File: src/hdl/btc_pkg.sv
// Shared types and constants for the blob track classify counter.
// Used by the controller, datapath and top level; no dependencies.
package btc_pkg;

    localparam int unsigned AREA_BITS  = 24;
    localparam int unsigned COUNT_BITS = 16;
    localparam int unsigned RAD_BITS   = 13;
    localparam int unsigned IMGW_BITS  = 13;
    localparam int unsigned AGE_BITS   = 16;
    localparam int unsigned FIELD_BITS = 12;
    localparam int unsigned CLS_BITS   = 3;
    localparam int unsigned LIVE_BITS  = 5;
    localparam int unsigned ADDR_BITS  = 5;

    localparam logic [CLS_BITS-1:0] CLS_NONE   = 3'd0;
    localparam logic [CLS_BITS-1:0] CLS_BUS    = 3'd1;
    localparam logic [CLS_BITS-1:0] CLS_CAR    = 3'd2;
    localparam logic [CLS_BITS-1:0] CLS_PERSON = 3'd3;
    localparam logic [CLS_BITS-1:0] CLS_SMALL  = 3'd4;

    localparam logic [2:0] REG_BIG_AREA   = 3'd0;
    localparam logic [2:0] REG_SMALL_AREA = 3'd1;
    localparam logic [2:0] REG_RADIUS     = 3'd2;
    localparam logic [2:0] REG_MAX_AGE    = 3'd3;
    localparam logic [2:0] REG_IMG_WIDTH  = 3'd4;

    typedef enum logic [1:0] {
        P_MATCH1 = 2'b01,
        P_MATCH2 = 2'b10,
        P_EOF    = 2'b11
    } t_purpose;

    typedef struct packed {
        logic load;
        logic scan_clr;
        logic idx_inc;
        logic rd;
        logic calc;
        logic r2_load;
        logic wr_match;
        logic clr_valid;
        logic frame_inc;
        logic classify;
        logic ins;
        logic full_set;
        logic small_count;
        logic out_load;
    } t_cmd;

    typedef struct packed {
        logic big;
        logic ent_valid;
        logic idx_last;
        logic hit;
        logic stale;
        logic scan_hit;
        logic cls_ok;
        logic small_ok;
        logic out_free;
    } t_status;

endpackage

File: src/hdl/blob_track_classify_counter_core.sv
// Top level of the blob track classify counter: configuration registers,
// controller and datapath. Depends on btc_pkg, btc_ctrl and btc_dp.
//
// Input channel (i_valid / o_stall) carries a blob descriptor or, with
// i_mode high, an end-of-frame mark. Output channel (o_valid / i_stall)
// carries one result per request. Requests are taken one at a time: o_stall
// is low only while the controller is idle. A blob runs up to two match
// scans over the track table, a classify step and, for a new track, a
// free-slot search; an end-of-frame mark runs one scan that expires stale
// tracks. A scan steps past free slots and reads, measures and compares the
// live tracks in turn; this per-track scan over the single read port of the
// track RAM sets the rate. The result sits in an output register; a new
// request is taken while it waits, and the block holds in its final state
// only if a second result is ready before the first is taken. Synchronous
// reset empties the track table, zeroes the totals, sets the frame count to
// one and restores register defaults. Registers sit at byte addresses 4*i
// on the APB-style port.
module blob_track_classify_counter_core import btc_pkg::*; #(
    parameter int unsigned TABLE_DEPTH = 16,
    parameter int unsigned COORD_BITS  = 12
) (
    input  logic                  i_clk,
    input  logic                  i_rst_n,
    input  logic                  i_valid,
    output logic                  o_stall,
    input  logic                  i_mode,
    input  logic [FIELD_BITS-1:0] i_box_x,
    input  logic [FIELD_BITS-1:0] i_box_y,
    input  logic [FIELD_BITS-1:0] i_box_width,
    input  logic [FIELD_BITS-1:0] i_box_height,
    input  logic [AREA_BITS-1:0]  i_blob_area,
    output logic                  o_valid,
    input  logic                  i_stall,
    output logic [CLS_BITS-1:0]   o_class_code,
    output logic                  o_matched,
    output logic                  o_table_full,
    output logic [COUNT_BITS-1:0] o_bus_total,
    output logic [COUNT_BITS-1:0] o_car_total,
    output logic [COUNT_BITS-1:0] o_people_total,
    output logic [LIVE_BITS-1:0]  o_live_tracks,
    input  logic                  psel,
    input  logic                  penable,
    input  logic                  pwrite,
    input  logic [ADDR_BITS-1:0]  paddr,
    input  logic [31:0]           pwdata,
    output logic [31:0]           prdata,
    output logic                  pready
);

    logic [AREA_BITS-1:0] r_big_area_min, r_small_area_min;
    logic [RAD_BITS-1:0]  r_match_radius;
    logic [AGE_BITS-1:0]  r_max_age;
    logic [IMGW_BITS-1:0] r_image_width;
    logic [2:0] reg_idx;
    logic cfg_wr, idle, req;
    t_cmd    cmd;
    t_status st;

    assign pready  = 1'b1;
    assign reg_idx = paddr[4:2];
    assign cfg_wr  = psel && penable && pwrite && pready;

    always_ff @(posedge i_clk) begin
        if (!i_rst_n) begin
            r_big_area_min   <= AREA_BITS'(1000);
            r_small_area_min <= AREA_BITS'(500);
            r_match_radius   <= RAD_BITS'(300);
            r_max_age        <= AGE_BITS'(10);
            r_image_width    <= IMGW_BITS'(640);
        end else if (cfg_wr) begin
            case (reg_idx)
                REG_BIG_AREA:   r_big_area_min   <= pwdata[AREA_BITS-1:0];
                REG_SMALL_AREA: r_small_area_min <= pwdata[AREA_BITS-1:0];
                REG_RADIUS:     r_match_radius   <= pwdata[RAD_BITS-1:0];
                REG_MAX_AGE:    r_max_age        <= pwdata[AGE_BITS-1:0];
                REG_IMG_WIDTH:  r_image_width    <= pwdata[IMGW_BITS-1:0];
                default: ;
            endcase
        end
    end

    always_comb begin
        case (reg_idx)
            REG_BIG_AREA:   prdata = 32'(r_big_area_min);
            REG_SMALL_AREA: prdata = 32'(r_small_area_min);
            REG_RADIUS:     prdata = 32'(r_match_radius);
            REG_MAX_AGE:    prdata = 32'(r_max_age);
            REG_IMG_WIDTH:  prdata = 32'(r_image_width);
            default:        prdata = '0;
        endcase
    end

    assign o_stall = !idle;
    assign req     = i_valid && idle;

    btc_ctrl u_ctrl (
        .i_clk   (i_clk),
        .i_rst_n (i_rst_n),
        .i_req   (req),
        .i_mode  (i_mode),
        .i_st    (st),
        .o_cmd   (cmd),
        .o_idle  (idle)
    );

    btc_dp #(
        .TABLE_DEPTH (TABLE_DEPTH),
        .COORD_BITS  (COORD_BITS)
    ) u_dp (
        .i_clk            (i_clk),
        .i_rst_n          (i_rst_n),
        .i_cmd            (cmd),
        .o_st             (st),
        .i_box_x          (i_box_x),
        .i_box_y          (i_box_y),
        .i_box_width      (i_box_width),
        .i_box_height     (i_box_height),
        .i_blob_area      (i_blob_area),
        .i_big_area_min   (r_big_area_min),
        .i_small_area_min (r_small_area_min),
        .i_match_radius   (r_match_radius),
        .i_max_age        (r_max_age),
        .i_image_width    (r_image_width),
        .i_stall          (i_stall),
        .o_valid          (o_valid),
        .o_class_code     (o_class_code),
        .o_matched        (o_matched),
        .o_table_full     (o_table_full),
        .o_bus_total      (o_bus_total),
        .o_car_total      (o_car_total),
        .o_people_total   (o_people_total),
        .o_live_tracks    (o_live_tracks)
    );

endmodule

File: src/hdl/btc_ram.sv
// Generic single-port-write, single-port-read RAM with registered read.
// No dependencies.
module btc_ram #(
    parameter int unsigned WIDTH = 8,
    parameter int unsigned DEPTH = 16
) (
    input  logic                                   i_clk,
    input  logic                                   i_we,
    input  logic [(DEPTH > 1 ? $clog2(DEPTH) : 1)-1:0] i_waddr,
    input  logic [WIDTH-1:0]                       i_wdata,
    input  logic                                   i_re,
    input  logic [(DEPTH > 1 ? $clog2(DEPTH) : 1)-1:0] i_raddr,
    output logic [WIDTH-1:0]                       o_rdata
);

    logic [WIDTH-1:0] r_mem [DEPTH];
    logic [WIDTH-1:0] r_rdata;

    always_ff @(posedge i_clk) begin
        if (i_we) begin
            r_mem[i_waddr] <= i_wdata;
        end
        if (i_re) begin
            r_rdata <= r_mem[i_raddr];
        end
    end

    assign o_rdata = r_rdata;

endmodule

File: src/hdl/btc_ctrl.sv
// Controller state machine: sequences match scans, classify, insert and
// end-of-frame expiry. Depends on btc_pkg.
module btc_ctrl import btc_pkg::*; (
    input  logic    i_clk,
    input  logic    i_rst_n,
    input  logic    i_req,
    input  logic    i_mode,
    input  t_status i_st,
    output t_cmd    o_cmd,
    output logic    o_idle
);

    typedef enum logic [9:0] {
        S_IDLE  = 10'b0000000001,
        S_PREP  = 10'b0000000010,
        S_RD    = 10'b0000000100,
        S_WAIT  = 10'b0000001000,
        S_CMP   = 10'b0000010000,
        S_END   = 10'b0000100000,
        S_CLASS = 10'b0001000000,
        S_FREE  = 10'b0010000000,
        S_SMALL = 10'b0100000000,
        S_OUT   = 10'b1000000000
    } t_state;

    t_state   r_state, n_state;
    t_purpose r_purp, n_purp;

    always_ff @(posedge i_clk) begin
        if (!i_rst_n) begin
            r_state <= S_IDLE;
            r_purp  <= P_MATCH1;
        end else begin
            r_state <= n_state;
            r_purp  <= n_purp;
        end
    end

    always_comb begin
        n_state = r_state;
        n_purp  = r_purp;
        o_cmd   = '0;
        case (r_state)
            S_IDLE: begin
                if (i_req) begin
                    o_cmd.load     = 1'b1;
                    o_cmd.scan_clr = 1'b1;
                    if (i_mode) begin
                        n_purp  = P_EOF;
                        n_state = S_RD;
                    end else begin
                        n_state = S_PREP;
                    end
                end
            end
            S_PREP: begin
                o_cmd.r2_load = 1'b1;
                if (i_st.big) begin
                    n_purp  = P_MATCH1;
                    n_state = S_RD;
                end else begin
                    n_state = S_CLASS;
                end
            end
            S_RD: begin
                if (i_st.ent_valid) begin
                    o_cmd.rd = 1'b1;
                    n_state  = S_WAIT;
                end else if (i_st.idx_last) begin
                    n_state = S_END;
                end else begin
                    o_cmd.idx_inc = 1'b1;
                end
            end
            S_WAIT: begin
                o_cmd.calc = 1'b1;
                n_state    = S_CMP;
            end
            S_CMP: begin
                if (r_purp == P_EOF) begin
                    o_cmd.clr_valid = i_st.stale;
                    if (i_st.idx_last) begin
                        n_state = S_END;
                    end else begin
                        o_cmd.idx_inc = 1'b1;
                        n_state       = S_RD;
                    end
                end else if (i_st.hit) begin
                    o_cmd.wr_match = 1'b1;
                    n_state        = S_END;
                end else if (i_st.idx_last) begin
                    n_state = S_END;
                end else begin
                    o_cmd.idx_inc = 1'b1;
                    n_state       = S_RD;
                end
            end
            S_END: begin
                case (r_purp)
                    P_EOF: begin
                        o_cmd.frame_inc = 1'b1;
                        n_state         = S_OUT;
                    end
                    P_MATCH2: begin
                        o_cmd.small_count = !i_st.scan_hit;
                        n_state           = S_OUT;
                    end
                    default: begin
                        n_state = S_CLASS;
                    end
                endcase
            end
            S_CLASS: begin
                if (i_st.cls_ok) begin
                    o_cmd.classify = 1'b1;
                    o_cmd.scan_clr = 1'b1;
                    n_state        = S_FREE;
                end else begin
                    n_state = S_SMALL;
                end
            end
            S_FREE: begin
                if (!i_st.ent_valid) begin
                    o_cmd.ins = 1'b1;
                    n_state   = S_SMALL;
                end else if (i_st.idx_last) begin
                    o_cmd.full_set = 1'b1;
                    n_state        = S_SMALL;
                end else begin
                    o_cmd.idx_inc = 1'b1;
                end
            end
            S_SMALL: begin
                if (i_st.small_ok) begin
                    o_cmd.scan_clr = 1'b1;
                    n_purp         = P_MATCH2;
                    n_state        = S_RD;
                end else begin
                    n_state = S_OUT;
                end
            end
            S_OUT: begin
                if (i_st.out_free) begin
                    o_cmd.out_load = 1'b1;
                    n_state        = S_IDLE;
                end
            end
            default: begin
                n_state = S_IDLE;
            end
        endcase
    end

    assign o_idle = (r_state == S_IDLE);

endmodule

File: src/hdl/btc_dp.sv
// Datapath: request registers, track table, distance and age checks,
// counters and output register. Depends on btc_pkg and btc_ram.
module btc_dp import btc_pkg::*; #(
    parameter int unsigned TABLE_DEPTH = 16,
    parameter int unsigned COORD_BITS  = 12
) (
    input  logic                  i_clk,
    input  logic                  i_rst_n,
    input  t_cmd                  i_cmd,
    output t_status               o_st,
    input  logic [FIELD_BITS-1:0] i_box_x,
    input  logic [FIELD_BITS-1:0] i_box_y,
    input  logic [FIELD_BITS-1:0] i_box_width,
    input  logic [FIELD_BITS-1:0] i_box_height,
    input  logic [AREA_BITS-1:0]  i_blob_area,
    input  logic [AREA_BITS-1:0]  i_big_area_min,
    input  logic [AREA_BITS-1:0]  i_small_area_min,
    input  logic [RAD_BITS-1:0]   i_match_radius,
    input  logic [AGE_BITS-1:0]   i_max_age,
    input  logic [IMGW_BITS-1:0]  i_image_width,
    input  logic                  i_stall,
    output logic                  o_valid,
    output logic [CLS_BITS-1:0]   o_class_code,
    output logic                  o_matched,
    output logic                  o_table_full,
    output logic [COUNT_BITS-1:0] o_bus_total,
    output logic [COUNT_BITS-1:0] o_car_total,
    output logic [COUNT_BITS-1:0] o_people_total,
    output logic [LIVE_BITS-1:0]  o_live_tracks
);

    localparam int unsigned IW   = (TABLE_DEPTH > 1) ? $clog2(TABLE_DEPTH) : 1;
    localparam int unsigned LW   = $clog2(TABLE_DEPTH + 1);
    localparam int unsigned CW   = COORD_BITS;
    localparam int unsigned SQW  = 2 * CW;
    localparam int unsigned R2W  = 2 * RAD_BITS;
    localparam int unsigned DW   = 33;
    localparam int unsigned EW   = CW + 3;
    localparam int unsigned RAMW = 2 * CW + COUNT_BITS;
    localparam logic [CW-1:0] CMAX = {CW{1'b1}};
    localparam logic [COUNT_BITS-1:0] SAT = {COUNT_BITS{1'b1}};

    logic [CW-1:0] r_x, r_y, r_w, r_h, r_cx, r_cy;
    logic [AREA_BITS-1:0] r_area;
    logic [R2W-1:0] r_r2;
    logic [IW-1:0] r_idx;
    logic [TABLE_DEPTH-1:0] r_valid;
    logic [LW-1:0] r_live;
    logic [SQW-1:0] r_sqx, r_sqy;
    logic r_stale, r_hit, r_matched, r_full;
    logic [CLS_BITS-1:0] r_cls;
    logic [COUNT_BITS-1:0] r_frame, r_bus, r_car, r_person;

    logic [CW-1:0] in_x, in_y, in_w, in_h;
    logic [CW:0] sum_cx, sum_cy;
    logic [RAMW-1:0] ram_rdata, ram_wdata;
    logic [CW-1:0] trk_x, trk_y, adx, ady;
    logic [COUNT_BITS-1:0] trk_frame, age;
    logic [DW-1:0] d2;
    logic [EW-1:0] right_big, right_small;
    logic win_big, cls_small_ok;
    logic [CLS_BITS-1:0] cls_new;
    logic out_free;

    assign in_x   = CW'(i_box_x);
    assign in_y   = CW'(i_box_y);
    assign in_w   = CW'(i_box_width);
    assign in_h   = CW'(i_box_height);
    assign sum_cx = {1'b0, in_x} + {2'b0, in_w[CW-1:1]};
    assign sum_cy = {1'b0, in_y} + {2'b0, in_h[CW-1:1]};

    assign ram_wdata = {r_cx, r_cy, r_frame};

    btc_ram #(
        .WIDTH (RAMW),
        .DEPTH (TABLE_DEPTH)
    ) u_ram (
        .i_clk   (i_clk),
        .i_we    (i_cmd.wr_match || i_cmd.ins),
        .i_waddr (r_idx),
        .i_wdata (ram_wdata),
        .i_re    (i_cmd.rd),
        .i_raddr (r_idx),
        .o_rdata (ram_rdata)
    );

    assign trk_x     = ram_rdata[RAMW-1 -: CW];
    assign trk_y     = ram_rdata[COUNT_BITS +: CW];
    assign trk_frame = ram_rdata[COUNT_BITS-1:0];
    assign adx       = (r_cx >= trk_x) ? (r_cx - trk_x) : (trk_x - r_cx);
    assign ady       = (r_cy >= trk_y) ? (r_cy - trk_y) : (trk_y - r_cy);
    assign age       = r_frame - trk_frame;
    assign d2        = DW'(r_sqx) + DW'(r_sqy);

    assign right_big   = EW'(r_x) + EW'(r_w) + EW'(1);
    assign right_small = EW'(r_x) + EW'(r_w) + EW'(4);

    assign win_big = (r_area > i_big_area_min) && (r_y > CW'(50)) && (r_x > CW'(1))
                     && (EW'(right_big) < EW'(i_image_width));

    always_comb begin
        if (r_h > CW'(60) && r_h < CW'(90) && r_w > CW'(250)) begin
            cls_new = CLS_BUS;
        end else if (r_w > CW'(80) && r_h < CW'(60) && r_h > CW'(30)) begin
            cls_new = CLS_CAR;
        end else if (r_h > CW'(30)) begin
            cls_new = CLS_PERSON;
        end else begin
            cls_new = CLS_NONE;
        end
    end

    assign cls_small_ok = (r_cls != CLS_PERSON) && (r_y > CW'(60)) && (r_x > CW'(4))
                          && (EW'(right_small) < EW'(i_image_width))
                          && (r_area > i_small_area_min)
                          && (r_w < CW'(50)) && (r_h > CW'(50));

    assign out_free = !o_valid || !i_stall;

    assign o_st.big       = (r_area > i_big_area_min);
    assign o_st.ent_valid = r_valid[r_idx];
    assign o_st.idx_last  = (r_idx == IW'(TABLE_DEPTH - 1));
    assign o_st.hit       = (d2 < DW'(r_r2));
    assign o_st.stale     = r_stale;
    assign o_st.scan_hit  = r_hit;
    assign o_st.cls_ok    = win_big && !r_hit && (cls_new != CLS_NONE);
    assign o_st.small_ok  = cls_small_ok;
    assign o_st.out_free  = out_free;

    always_ff @(posedge i_clk) begin
        if (i_cmd.load) begin
            r_x    <= in_x;
            r_y    <= in_y;
            r_w    <= in_w;
            r_h    <= in_h;
            r_area <= i_blob_area;
            r_cx   <= sum_cx[CW] ? CMAX : sum_cx[CW-1:0];
            r_cy   <= sum_cy[CW] ? CMAX : sum_cy[CW-1:0];
        end
        if (i_cmd.r2_load) begin
            r_r2 <= R2W'(i_match_radius) * R2W'(i_match_radius);
        end
        if (i_cmd.calc) begin
            r_sqx   <= SQW'(adx) * SQW'(adx);
            r_sqy   <= SQW'(ady) * SQW'(ady);
            r_stale <= (age > i_max_age);
        end
    end

    always_ff @(posedge i_clk) begin
        if (!i_rst_n) begin
            r_idx     <= '0;
            r_valid   <= '0;
            r_live    <= '0;
            r_hit     <= 1'b0;
            r_matched <= 1'b0;
            r_full    <= 1'b0;
            r_cls     <= CLS_NONE;
            r_frame   <= COUNT_BITS'(1);
            r_bus     <= '0;
            r_car     <= '0;
            r_person  <= '0;
        end else begin
            if (i_cmd.scan_clr) begin
                r_idx <= '0;
                r_hit <= 1'b0;
            end else if (i_cmd.idx_inc) begin
                r_idx <= r_idx + IW'(1);
            end
            if (i_cmd.load) begin
                r_matched <= 1'b0;
                r_full    <= 1'b0;
                r_cls     <= CLS_NONE;
            end
            if (i_cmd.wr_match) begin
                r_hit     <= 1'b1;
                r_matched <= 1'b1;
            end
            if (i_cmd.clr_valid) begin
                r_valid[r_idx] <= 1'b0;
                r_live         <= r_live - LW'(1);
            end
            if (i_cmd.ins) begin
                r_valid[r_idx] <= 1'b1;
                r_live         <= r_live + LW'(1);
            end
            if (i_cmd.full_set) begin
                r_full <= 1'b1;
            end
            if (i_cmd.frame_inc) begin
                r_frame <= r_frame + COUNT_BITS'(1);
            end
            if (i_cmd.classify) begin
                r_cls <= cls_new;
                case (cls_new)
                    CLS_BUS: begin
                        if (r_bus != SAT) r_bus <= r_bus + COUNT_BITS'(1);
                    end
                    CLS_CAR: begin
                        if (r_car != SAT) r_car <= r_car + COUNT_BITS'(1);
                    end
                    default: begin
                        if (r_person != SAT) r_person <= r_person + COUNT_BITS'(1);
                    end
                endcase
            end
            if (i_cmd.small_count) begin
                r_cls <= CLS_SMALL;
                if (r_person != SAT) r_person <= r_person + COUNT_BITS'(1);
            end
        end
    end

    always_ff @(posedge i_clk) begin
        if (!i_rst_n) begin
            o_valid <= 1'b0;
        end else if (i_cmd.out_load) begin
            o_valid <= 1'b1;
        end else if (!i_stall) begin
            o_valid <= 1'b0;
        end
    end

    always_ff @(posedge i_clk) begin
        if (i_cmd.out_load) begin
            o_class_code   <= r_cls;
            o_matched      <= r_matched;
            o_table_full   <= r_full;
            o_bus_total    <= r_bus;
            o_car_total    <= r_car;
            o_people_total <= r_person;
            o_live_tracks  <= (32'(r_live) > 32'd31) ? LIVE_BITS'(31) : LIVE_BITS'(r_live);
        end
    end

endmodule

File: config.mk
export PLATFORM = sky130hd
export DESIGN_NAME = blob_track_classify_counter_core
export DESIGN_NICKNAME = d
export VERILOG_FILES = /design/src/hdl/btc_pkg.sv /design/src/hdl/blob_track_classify_counter_core.sv /design/src/hdl/btc_ram.sv /design/src/hdl/btc_ctrl.sv /design/src/hdl/btc_dp.sv
export SDC_FILE = /design/constraint.sdc
export NUM_CORES = 2
export LEC_CHECK = 0
export BUFFER_PORTS_ARGS = -buffer_cell sky130_fd_sc_hd__buf_2
export CAP_MARGIN = 10
export CORE_ASPECT_RATIO = 1.1
export CORE_MARGIN = 4
export CORE_UTILIZATION = 40
export CTS_BUF_LIST = sky130_fd_sc_hd__clkbuf_16
export DETAILED_ROUTE_END_ITERATION = 10
export PLACE_DENSITY = 0.51
export SYNTH_ARGS = -nofsm -noshare
export SYNTH_HDL_FRONTEND = slang
export SYNTH_SLANG_ARGS = --single-unit
export TNS_END_PERCENT = 5
File: constraint.sdc
create_clock -name i_clk -period 19.3 [get_ports i_clk]
set_input_delay 0.965 -clock i_clk [delete_from_list [all_inputs] [get_ports i_clk]]
set_output_delay 0.965 -clock i_clk [all_outputs]
set_load 0.01 [all_outputs]
; ---- After elaboration in Yosys (flattened, before gate mapping)
; Memory sizes are Yosys's and may differ from the RTL's. A register that Yosys moved wholly into a read port is not among the register bits.
; Cells that the tools add are included.
[totals]
regBits = 427
latch_bits = 0
mem_bits_rw = 640
romBits = 0
inputBits = 117
out_inout_bits = 93
wordCells = 246
mem_count = 1
[op_classes]
addsub = 18
n_mul = 3
n_div = 0
magnitude_cmp = 22
n_eq_ne = 31
n_shift = 0
muxes = 82
bitwise = 4
reduce_logical = 47
[memory_table]
columns = name, depth, width, rd, rd_clocked_by_memory_dff, write_ports, line_no
row1 = u_dp.u_ram.r_mem, 16, 40, 1, 1, 1, btc_ram.sv:16  ; logic [WIDTH-1:0] r_mem [DEPTH];
[ops]
columns = operator, count
row1 = $mux W16, 8
row2 = $pmux W24 S5, 1
row3 = $pmux W10 S10, 1
row4 = $mux W10, 9
row5 = $add A16 B1 Y16 const B, 4
row6 = $gt A12 B6 Y1 const B, 4
row7 = $gt A24 B24 Y1, 2
row8 = $mul A12 B12 Y24, 2
row9 = $ne A16 B16 Y1 const B, 3
row10 = $sub A12 B12 Y12, 4
row11 = $mux W1, 36
row12 = $lt A33 B26 Y1, 1
row13 = $lt A15 B13 Y1, 2
row14 = $add A12 B11 Y13, 2
row15 = $mul A13 B13 Y26, 1
row16 = $add A24 B24 Y25, 1
row17 = $ge A12 B12 Y1, 2
row18 = $lt A12 B6 Y1 const B, 2
row19 = $mux W12, 2
row20 = $logic_and A1 B1 Y1, 19
row21 = $mux W3, 6
row22 = $and A16 B16 Y16, 1
row23 = $gt A16 B16 Y1, 1
row24 = $mux W2, 8
row25 = 55 further kinds, 85

; ---- Logic depth before layout (Yosys ltp)
[depth]
depth_word = 12
ltp_mapped = 36
depth_no_buf = 34

; ---- Modules after synthesis
; Synthesis repeated with hierarchy kept, for this count alone.
[hier_totals]
hier_cells = 4928
area_unflattened_um2 = 62618.8
[modules_own_cells]
columns = mod, n_inst, cells_per_inst, area_each_um2, seq_area_each_um2
row1 = btc_dp, 1, 3302, 31858.1, 8708.4
row2 = btc_ram, 1, 1040, 25530.7, 20419.6
row3 = blob_track_classify_counter_core, 1, 457, 4250.3, 1801.7
row4 = btc_ctrl, 1, 129, 979.7, 240.2

; ---- Worst setup path after synthesis
; No wires, ideal clock.
[synth_timing]
kind = register to register
startpoint = register u_dp.r_cy[5]
endpoint = register u_dp.r_sqy[22], data pin
setup_time_ns = 0.266
arrival_ns = 7.694
required_ns = 19.034
setup_slack_ns = 11.340
path_stages_with_launch = 34
n_path_buf = 2
synth_period_minus_slack_ns = 7.960
cell_sequence = edfxtp_1 ha_1 or3_1 o21ai_0 a21oi_1 o21ai_0 a21oi_1 a211o_1 buf_2 mux2i_1 o21ai_0 xor2_1 inv_1 clkbuf_1 or2_2 fa_1 inv_1 fa_1 inv_1 fa_1 inv_1 fa_1 inv_1 fa_1 inv_1 ha_1 a21oi_1 a21oi_1 a211o_1 a21o_1 a21oi_1 o21ai_0 o41ai_1 xnor2_1
[synth_between]
elab_chain_len = 3
word_cells_on_any_way = 5
classes_between = add/sub (2) / mul (1) / order compare (1) / mux (1)
[synth_rtl]
columns = element, line_no
row1 = start: declaration, btc_dp.sv:43  ; logic [CW-1:0] r_x, r_y, r_w, r_h, r_cx, r_cy;
row2 = start signal: assignment, btc_dp.sv:138  ; r_cy <= sum_cy[CW] ? CMAX : sum_cy[CW-1:0];
row3 = $sub A12 B12 Y12 or $ge A12 B12 Y1 (tied branches), btc_dp.sv:91  ; assign ady = (r_cy >= trk_y) ? (r_cy - trk_y) : (trk_y - r_cy);
row4 = $mux W12 (*), btc_dp.sv:91
row5 = $mul A12 B12 Y24 (*), btc_dp.sv:145  ; r_sqy <= SQW'(ady) * SQW'(ady);
row6 = end signal: assignment, btc_dp.sv:145
row7 = end: declaration, btc_dp.sv:49  ; logic [SQW-1:0] r_sqx, r_sqy;
; Every way passes the cells marked *; elsewhere a longest branch is shown, timed or not.
; A chain may end at the register's enable or synchronous reset.

; ---- Worst setup path after layout
[layout_timing]
startpoint = register u_dp.r_cy[2]
endpoint = register u_dp.r_sqy[22], data pin
; The elaborated chain is that of the path after synthesis.

==> impl_metrics.env <==
export IMPL_drv_cap=0
export IMPL_post_cts_buffers=0
export IMPL_track_usage=0.196
export IMPL_setup_viol=0
export IMPL_area_delta_synth_final_pct=11.8
export IMPL_rsz0062_at_grt="false"
export IMPL_slew_violations=0
export IMPL_netlist_top_cells_count="edfxtp_1 (906), inv_1 (601), ha_1 (420)"
export IMPL_crit_type="flip-flop to flip-flop"
export IMPL_wl_per_cell_um=21.6
export IMPL_place_area_sq_um=65500
export IMPL_core_sq_um=154000
export IMPL_worstPathRequired_ps=19750
export IMPL_vias=38234
export IMPL_clkTransAtPathRegs_ps=60
export IMPL_ctsRootBufferMaster="clkbuf_16"
export IMPL_cts_buffers=118
export IMPL_slowest_delay_ps=800
export IMPL_drc=0
export IMPL_crit_path_frequent_cell="inv_1"
export IMPL_ys_seq_elements=1104
export IMPL_min_path_type="primary input to flip-flop"
export IMPL_finalSetupTns_ps=0
export IMPL_max_clock_path_buffers=3
export IMPL_wl_mm=157
export IMPL_synthFlopType="edfxtp_1"
export IMPL_start_util=0.402
export IMPL_slew_limit_headroom=0.240
export IMPL_fin_worst_skew_ps=75.7
export IMPL_ios=210
export IMPL_crit_path_end_kind="flip-flop"
export IMPL_dp_hpwl_mm=105
export IMPL_fin_crit_sh=0.495
export IMPL_synth_top_area_frac=0.439
export IMPL_postSynthAreaPerCell_sq_um=12.6
export IMPL_gp_congestion=0.833
export IMPL_clock_sinks=1104
export IMPL_ant_nets=0
export IMPL_yosysMostFrequentCell="edfxtp_1"
export IMPL_cts_resized=0
export IMPL_nNetsFinal=5914
export IMPL_drive_above_1_share=0.135
export IMPL_clkLatencyLatePin_ps=780
export IMPL_die_h_um=421
export IMPL_postCtsHoldBufs=0
export IMPL_ys_warnings_count=0
export IMPL_viasPerCell=5.26
export IMPL_post_route_min_period_ps=9560
export IMPL_yosys_area_top_type="edfxtp_1"
export IMPL_grt_pass1_wl_mm=241
export IMPL_cts_tree="yes"
export IMPL_grt_pass1_vias=39113
export IMPL_die_area_sq_um=161000
export IMPL_finalInstanceArea_sq_um=69300
export IMPL_critical_path_slowest_cell="edfxtp_1"
export IMPL_grt_max_degree=127
export IMPL_yosysUniqueCellTypes=87
export IMPL_seq_area_frac_synth=0.503
export IMPL_status="completed"
export IMPL_path_max_fanout=18
export IMPL_hold_viol_final=0
export IMPL_cpLargestDelayFamily="adder cells"
export IMPL_dr_pass1_iters=5
export IMPL_synth_edff_count=906
export IMPL_worst_r2r_setup_slack_ps=9740
export IMPL_syn_inst=4901
export IMPL_fmax_mhz=105
export IMPL_syn_area_sq_um=62000
export IMPL_synthTopCellsByArea="edfxtp_1 (44%), fa_1 (8.7%), ha_1 (8.5%)"
export IMPL_die_w_um=383
export IMPL_grt_ovfl_total=0
export IMPL_path_buf_inv=6
export IMPL_htree_levels=3
export IMPL_initialDrtViolationCount=2501
export IMPL_async_flop_share=0
export IMPL_crit_arrival_ps=10010
export IMPL_antenna_found_initial=9
export IMPL_std_cell_rows=151
export IMPL_startpoint_type="flip-flop"
export IMPL_worstMarginPinSlew_ps=1130
export IMPL_port_buffer_count=190
==> per-stage QoR <==
stage	util	hold slack, ps	instances	setup slack, ps
detailed placement	0.425	421	7052	9690
floorplan	-	409	4908	11340
CTS	0.450	303	7271	9590
finish	0.450	370	7273	9740
global route	0.450	328	7271	8860
global placement	0.425	426	7052	9720
==> layout by cell type, fill, tap and decap left out, types with 21 or more instances in the layout <==
cell       netlist  layout
a21o_1          78      78
xor2_1          61      61
nor2_1         253     236
inv_1          601     625
and2_1          86      85
buf_2           10     189
edfxtp_1       906     906
fa_1           270     270
nand2b_1        57      57
o21ai_0        134     134
a31oi_1         21      21
buf_4            9      59
ha_1           420     420
mux2i_1         67      67
a21oi_1        205     204
dfxtp_1        198     194
mux4_2         205     205
a22oi_1         27      27
and3_1          47      47
clkbuf_16        0     118
nand4_1         43      43
nor2b_1         45      45
o211ai_1        28      28
nor3_1          54      51
nand2_1        381     381
o21a_1          36      36
xnor2_1        128     127
clkinv_1         2      34
nand3_1         93      93
==> sequential cells by signal, indices dropped and copies added, names as in the netlist, 23 cells and up <==
| signal | flops |
|---|---|
| u_dp.r_sqy | 23 |
| u_dp.r_area | 24 |
| u_dp.r_sqx | 23 |
| r_big_area_min | 24 |
| u_dp.r_r2 | 25 |
| u_dp.u_ram.o_rdata | 40 |
| r_small_area_min | 24 |
| u_dp.u_ram.r_mem | 640 |
==> cells by family (layout without fill, tap and decap cells) <==
group / after synthesis / in the layout / share of synthesized area
AOI/OAI and AO/OA: 679 / 679 / 0.0698
other: 2 / 11 / 0.000121
muxes: 288 / 288 / 0.0882
DFF: 1104 / 1104 / 0.503
xor gates and xnor gates: 190 / 190 / 0.0270
buffers and inverters: 775 / 1073 / 0.0479
adders and majority gates: 690 / 690 / 0.172
and+or+nand+nor: 1173 / 1173 / 0.0919
==> layout make-up <==
class	count	area [sq um]
inverter	604	2270
sequential	1104	31200
fill	14132	84700
clock buffer	118	2950
tap	2065	2580
multi-input combinational	3029	28000
clock inverter	101	828
antenna	2	5.00
timing repair buffer	250	1430
==> per-layer routing <==
layer | up-vias | global-route usage | part of all wire
met1 | 19413 | 0.264 | 0.44
met3 | 158 | 0.0244 | 0.044
met2 | 780 | 0.341 | 0.50
li1 | 17883 | - | -
met4 | 0 | 0.0397 | 0.017
met5 | - | 0 | 0
==> final timing paths <==
kind         depth (start not counted)                   end            start
max reg2reg                         31        u_dp.r_sqy[22]     u_dp.r_cy[2]
min reg2reg                          0  u_dp.o_bus_total[11]   u_dp.r_bus[11]
min                                  1           u_dp.r_h[0]  i_box_height[0]
max                                 31        u_dp.r_sqy[22]     u_dp.r_cy[2]
Power is not shown: default switching activity piles up to over one toggle a cycle in this logic, so the estimate is an artifact.
